[src/rtl/assert_macros.svh]
// Assertion helpers for the fetch unit RTL.
`ifndef ASSERT_MACROS_SVH
`define ASSERT_MACROS_SVH

// Check an implication or expression on every clock edge outside reset.
`define TBPF_ASSERT(label, clk, rst, prop, msg) \
  label: assert property (@(posedge clk) disable iff (rst) prop) else $error(msg);

// Check that a condition never holds outside reset.
`define TBPF_NEVER(label, clk, rst, cond, msg) \
  label: assert property (@(posedge clk) disable iff (rst) !(cond)) else $error(msg);

`endif

[src/rtl/tbpf_pkg.sv]
package tbpf_pkg;

  // Video memory geometry: two byte banks, even and odd addresses
  localparam int MEM_BYTES = 8192;
  localparam int ADDR_W    = $clog2(MEM_BYTES);
  localparam int BANK_W    = ADDR_W - 1;

  // Item operations
  localparam logic [1:0] OP_WRITE  = 2'd0;
  localparam logic [1:0] OP_RENDER = 2'd1;
  localparam logic [1:0] OP_FRAME  = 2'd2;

  // Configuration register indexes
  localparam logic [2:0] REG_LCD_CONTROL = 3'd0;
  localparam logic [2:0] REG_SCROLL_X    = 3'd1;
  localparam logic [2:0] REG_SCROLL_Y    = 3'd2;
  localparam logic [2:0] REG_WINDOW_X    = 3'd3;
  localparam logic [2:0] REG_WINDOW_Y    = 3'd4;
  localparam logic [2:0] REG_BG_PALETTE  = 3'd5;

  // Control bit positions
  localparam int LCDC_BG_ENABLE  = 0;
  localparam int LCDC_BG_MAP     = 3;
  localparam int LCDC_DATA_UNSIG = 4;
  localparam int LCDC_WIN_ENABLE = 5;
  localparam int LCDC_WIN_MAP    = 6;

  // Window position limits
  localparam logic [7:0] WX_OFFSET = 8'd7;
  localparam logic [7:0] WX_LIMIT  = 8'd168;

  // Map base upper bits: maps sit at 0x1800 and 0x1C00
  localparam logic [1:0] MAP_BASE_HI = 2'b11;

  typedef struct packed {
    logic [1:0]        operation;
    logic [ADDR_W-1:0] mem_address;
    logic [7:0]        mem_data;
    logic [7:0]        line;
    logic [7:0]        column;
    logic              line_end;
  } in_req_t;

  typedef struct packed {
    logic [1:0] shade;
    logic [1:0] color_id;
    logic       from_window;
  } out_pix_t;

  typedef struct packed {
    logic [7:0] lcd_control;
    logic [7:0] scroll_x;
    logic [7:0] scroll_y;
    logic [7:0] window_x;
    logic [7:0] window_y;
    logic [7:0] bg_palette;
  } cfg_regs_t;

  // Map lookup for one pixel request
  typedef struct packed {
    logic [ADDR_W-1:0] map_addr;
    logic              enabled;
    logic              from_window;
    logic              data_unsigned;
    logic [2:0]        fine_x;
    logic [2:0]        fine_y;
  } fetch_t;

endpackage

[src/rtl/tbpf_coord.sv]
module tbpf_coord (
  input  logic                clk,
  input  logic                rst,
  input  tbpf_pkg::cfg_regs_t cfg,
  input  tbpf_pkg::in_req_t   req,
  input  logic                render_acc,
  input  logic                frame_acc,
  output tbpf_pkg::fetch_t    fetch
);

  logic [7:0] window_line;
  logic [7:0] wx_start;
  logic [7:0] px;
  logic [7:0] py;
  logic       win_on;
  logic       use_window;
  logic       map_sel;

  // Pick window or scrolled background coordinates
  always_comb begin
    wx_start   = cfg.window_x - tbpf_pkg::WX_OFFSET;
    win_on     = cfg.lcd_control[tbpf_pkg::LCDC_WIN_ENABLE] && (cfg.window_y <= req.line);
    use_window = win_on && (cfg.window_x >= tbpf_pkg::WX_OFFSET) && (req.column >= wx_start);
    if (use_window) begin
      px      = req.column - wx_start;
      py      = window_line;
      map_sel = cfg.lcd_control[tbpf_pkg::LCDC_WIN_MAP];
    end else begin
      px      = req.column + cfg.scroll_x;
      py      = req.line + cfg.scroll_y;
      map_sel = cfg.lcd_control[tbpf_pkg::LCDC_BG_MAP];
    end
    fetch.map_addr      = {tbpf_pkg::MAP_BASE_HI, map_sel, py[7:3], px[7:3]};
    fetch.enabled       = cfg.lcd_control[tbpf_pkg::LCDC_BG_ENABLE];
    fetch.from_window   = use_window && cfg.lcd_control[tbpf_pkg::LCDC_BG_ENABLE];
    fetch.data_unsigned = cfg.lcd_control[tbpf_pkg::LCDC_DATA_UNSIG];
    fetch.fine_x        = px[2:0];
    fetch.fine_y        = py[2:0];
  end

  // Window line counter: clear at frame start, advance at the end of a window line
  always_ff @(posedge clk) begin
    if (rst) begin
      window_line <= '0;
    end else if (frame_acc) begin
      window_line <= '0;
    end else if (render_acc && req.line_end && win_on && (cfg.window_x <= tbpf_pkg::WX_LIMIT)) begin
      window_line <= window_line + 8'd1;
    end
  end

endmodule
[config.mk]
export PLATFORM = sky130hd
export DESIGN_NAME = tbpf_coord
export DESIGN_NICKNAME = d
export VERILOG_FILES = /design/src/rtl/assert_macros.svh /design/src/rtl/tbpf_pkg.sv /design/src/rtl/tbpf_coord.sv
export SDC_FILE = /design/constraint.sdc
export NUM_CORES = 1
export LEC_CHECK = 0
export BUFFER_PORTS_ARGS = -buffer_cell sky130_fd_sc_hd__buf_2
export CORE_UTILIZATION = 44
export CTS_CLUSTER_DIAMETER = 150
export DETAILED_ROUTE_END_ITERATION = 8
export PLACE_DENSITY = 0.82
export SYNTH_ARGS = -nofsm -noshare
export SYNTH_HDL_FRONTEND = slang
export SYNTH_SLANG_ARGS = --single-unit
[constraint.sdc]
create_clock -name clk -period 4.3 [get_ports clk]
set_clock_uncertainty 0.05 [all_clocks]
set_input_delay 0 -clock clk [delete_from_list [all_inputs] [get_ports clk]]
set_output_delay 0 -clock clk [all_outputs]
set_load 0.005 [all_outputs]
== Yosys cells after proc, flatten, opt, wreduce, memory -nomap -nowiden ==
Cells that the tools add are included.
Word-level totals
  word-level logic and storage cells: 21
  output and inout bits: 22
  register bits: 8
Operators by class
  multiplexer cells: 3
  magnitude comparators: 4
  $add $sub $neg: 5
  reductions and logical operators: 8
Operators with widths (count)
  $add 8x8->8: 2
  $mux 8: 2
  $add 8x1->8 const B: 1
  $ge 8x3->1 const B: 1
  $ge 8x8->1: 1
  $le 8x8->1: 1
  $le 8x8->1 const B: 1
  $sub 8x3->8 const B: 1
  $sub 8x8->8: 1
  $logic_and 1x1->1: 7
  $reduce_or 2->1: 1
  $mux 1: 1

== Depth between registers and ports, before layout ==
  depth in word-level cells: 5
  gate-level depth with buffers: 11
  mapped depth without buffers: 10

== Worst setup path after synthesis ==
OpenSTA, ideal clock, no wires.
  kind: input-to-output
  start: in cfg[16] (netlist bit)
  end: out fetch[19] (netlist bit)
  required time: 4.250 ns
  stages on the path: 11
  path slack: 1.951 ns
  path buffers: 1
  arrival: 2.299 ns
  cells stage by stage: ha_1 > a21oi_1 > nor3b_1 > xnor2_1 > ha_1 > nand4_1 > nor2_1 > nor3_1 > a211oi_4 > mux2_2 > buf_4
On the way
  longest elaborated chain between the ends: 4
  elaborated cells on any way between the ends: 6
  classes of those cells: 1 x add/sub; 2 x order compare; 1 x mux; 2 x reduce/logical
Ends and longest elaborated chain
  from (decl): line tbpf_coord.sv:4  | input tbpf_pkg::cfg_regs_t cfg,
  $sub 8x3->8 / $ge 8x3->1 (equally long branches): line tbpf_coord.sv:21, tbpf_coord.sv:23
  $ge 8x8->1 / $logic_and 1x1->1 (equally long branches): line tbpf_coord.sv:23  | use_window = win_on && (cfg.window_x >= tbpf_pkg::WX_OFFSET) && (req.column >= wx_start);
  $logic_and 1x1->1 *: line tbpf_coord.sv:23
  $mux 1 *: line tbpf_coord.sv:24  | if (use_window) begin
  to (decl): line tbpf_coord.sv:8  | output tbpf_pkg::fetch_t fetch
Every way passes the cells marked *; elsewhere a longest branch is shown, timed or not.

==> flow_metrics.py <==
metrics = {
    "min_path": {
        "hp-class": "in -> reg",
    },
    "synth": {
        "synth_simple_gate_area_frac": 0.185,
        "ys_top_cells_by_area": "ha_1, dfxtp_1, xnor2_1",
        "synth-main-ff-cell": "dfxtp_1",
        "synth_xor_area_frac": 0.0942,
        "synth_cells": 247,
        "yosysUniqueCellTypes": 48,
        "synth_top_family_by_area": "adder cells",
        "yosysTopAreaCellShare": 0.212,
        "synth_mux_area_frac": 0.105,
        "synth_edf_count": 0,
        "syn_avg_cell_area_um2": 7.90,
        "yosys_warnings": 0,
        "synth_fa_ha_area_frac": 0.242,
        "synth-compound-area-share": 0.203,
        "syn_area_um2": 1950,
        "ys_seq_area_frac": 0.0821,
        "synth-seq-cells": 8,
        "ys_async_sr_fraction": 0,
        "synth_top_area_cell": "ha_1",
    },
    "critical_path": {
        "start_kind": "input port",
        "critPathCaptureType": "output pin",
        "critical_path_class": "in -> out",
        "crit_buf_inv": 3,
        "critPathMaxStageDelay_ns": 0.50,
        "arrival_ns": 2.91,
        "required_ns": 4.25,
        "critPathMaxFanout": 10,
        "cpMaxStageDelayCell": "a211oi_4",
        "path_cells": "buf_2 -> ha_1 -> a21oi_1 -> nor3b_1 -> xnor2_1 -> ha_1 -> nand4_1 -> nor2_1 -> nor3_1 -> a211oi_4 -> buf_4 -> mux2_4 -> buf_2",
        "path_delay_family": "compound AO/OA/AOI/OAI gates",
    },
    "global_route": {
        "grt_pass1_vias": 1738,
        "grt_pass1_wl_mm": 6.80,
        "grt_usage": 0.188,
        "gr-total-overflow": 0,
        "grt_max_degree": 11,
        "antenna_found_initial": 0,
    },
    "timing": {
        "setup_tns_ns": 0,
        "finalCritPeriodShare": 0.689,
        "post-route-min-period_ns": 2.96,
        "tightest_slew_ns": 0.790,
        "slew_violations": 0,
        "rsz0062_at_grt": "no",
        "max_freq_mhz": 338,
        "max_slew_margin": 0.473,
        "finalHoldViolCount": 0,
        "setup_viol_count_final": 0,
    },
    "power": {
        "cellLeakagePower_nw": 1.16,
        "seq_power_share": 0.156,
        "combPwrFrac": 0.649,
        "p_sw_uw": 186,
        "p_int_uw": 294,
        "power_density_nw_per_um2": 201,
        "ir_worst_vdd_mv": 0.0823,
        "power_frac_clock": 0.195,
        "swShare": 0.387,
    },
    "floorplan": {
        "core-area_um2": 4120,
        "die-area_um2": 4710,
        "ios": 114,
        "rows": 23,
        "start_util": 0.474,
        "die_y_um": 68.6,
        "die_x_um": 68.6,
    },
    "placement": {
        "place_area_um2": 2340,
        "dp_hpwl_mm": 3.85,
        "port-buffer-count": 75,
        "gp_congestion": 0.865,
    },
    "cts": {
        "cts_buffers": 3,
        "cts-resized-gates": 0,
        "clock_latency_ns": 0.24,
        "root_buffer": "clkbuf_8",
        "h-tree-depth": 1,
        "cts_buffer_depth": 2,
        "cts.clk_slew.worst_paths_ns": 0.04,
        "cts_tree": "done",
        "clock_sinks": 8,
    },
    "layout": {
        "final_cell_mix": "buf_2, ha_1, inv_1, nor2_1, nand2_1",
        "largest_reg_flops": 8,
        "final_nets": 451,
        "reg_top3": "window_line: 8 flops",
        "n_fill_cell": 396,
        "regMostFlops": "window_line",
        "diodes": 0,
        "layout.cells.most_common": "buf_2",
        "area_growth_pct": 22.4,
        "finalInstanceArea_um2": 2390,
        "drive_above_1_share": 0.293,
    },
    "routing": {
        "wl_per_cell_um": 11.8,
        "dr_total_vias": 1992,
        "ant_nets": 0,
        "route.detailed.drc": 0,
        "post_drt_via_cell_ratio": 5.37,
        "routed_wl_mm": 4.38,
        "drtPass1Iterations": 4,
        "dr.first_iter.drc_count": 52,
    },
    "outcome": {
        "status": "finished clean",
    },
    "run": {
        "cap_violations": 0,
    },
}
[power groups by stage]
| stage | clock (mW) | sequential (mW) | combinational [mW] |
|---|---|---|---|
| after CTS | 0.0951 | 0.0750 | 0.313 |
| after global routing | 0.0990 | 0.0749 | 0.349 |
| final | 0.0933 | 0.0750 | 0.311 |
| after global placement | 0 | 0.0762 | 0.304 |
| after detailed placement | 0 | 0.0762 | 0.311 |
| after floorplan | 0 | 0.0761 | 0.218 |
[worst min-delay path, cell delays in order]
cell	delay [ns]
buf_2	0.11
or3_1	0.10
o41ai_1	0.05
[synth_stat cells (2+ instances only)]
cell type and instances:
mux2_2 8, or3_1 3, o31ai_1 2, a21o_1 7, nor3_1 4, buf_4 5, nand3_1 11, or4_1 2
nor2_1 17, or2_2 2, o211ai_1 2, o21ai_0 8, inv_1 28, o21bai_1 2, o41ai_1 2, xnor2_1 14
mux2i_1 10, nor2b_1 3, ha_1 33, o311ai_0 2, a211oi_1 3, nand2_1 17, and2_1 2, o41a_1 3
nor4_1 2, o21a_1 4, dfxtp_1 8, xor2_1 7, fa_1 3, nand4_1 5, a21oi_1 11
[logic make-up (layout without fill, tap and decap cells)]
logic type / count (synthesis) / in the layout
compound gates: 54 / 54
simple gates: 73 / 73
mux: 19 / 19
fa+ha+maj: 36 / 36
buf+inv: 35 / 108
other cells: 1 / 2
flops: 8 / 8
xor+xnor: 21 / 21
[final cells by class]
type / count / area [µm²] / area share
clock buffers: 3 / 41.3 / 0.0173
inverters: 28 / 105 / 0.0440
multi-input cells: 205 / 1630 / 0.681
flip-flops and latches: 8 / 160 / 0.0671
well taps: 50 / 62.6 / 0.0262
repair buffers: 77 / 393 / 0.164
[metrics by stage]
| step | std cells | hold WS [ns] | power (mW) | setup WS [ns] | util |
|---|---|---|---|---|---|
| 6_report | 371 | 0.0243 | 0.480 | 1.34 | 0.580 |
| 3_5_place_dp | 367 | -0.0499 | 0.387 | 1.34 | 0.568 |
| 5_1_grt | 371 | 0.0371 | 0.523 | 1.04 | 0.580 |
| 3_3_place_gp | 367 | -0.0499 | 0.380 | 1.37 | 0.568 |
| 4_1_cts | 371 | 0.0162 | 0.483 | 1.33 | 0.580 |
| 2_1_floorplan | 248 | 0.0308 | 0.294 | 1.95 | - |
[per-layer routing]
metal  up-vias  share of wire  GRT usage
li1       1032              -          -
met1       889           0.46      0.228
met2        62           0.47      0.332
met3         9          0.045     0.0148
met4         0          0.019     0.0885
met5         -              0          0
[what timing repair did]
| item | in CTS | in global routing |
|---|---|---|
| setup buffers | 0 | 0 |
| hold endpoints to repair | 1 | 0 |
| hold buffers | 1 | 0 |
[worst paths after layout]
path,from,endpoint,slack (ns),depth (start not counted)
setup / recovery,cfg[16],fetch[10],1.34,13
hold / removal,rst,window_line[4]$_SDFFE_PP0P_,0.02,3
setup reg to reg,window_line[2]$_SDFFE_PP0P_,window_line[7]$_SDFFE_PP0P_,2.83,4
hold reg to reg,window_line[6]$_SDFFE_PP0P_,window_line[6]$_SDFFE_PP0P_,0.44,2
Note: power is estimated with default switching activity, not from simulation.
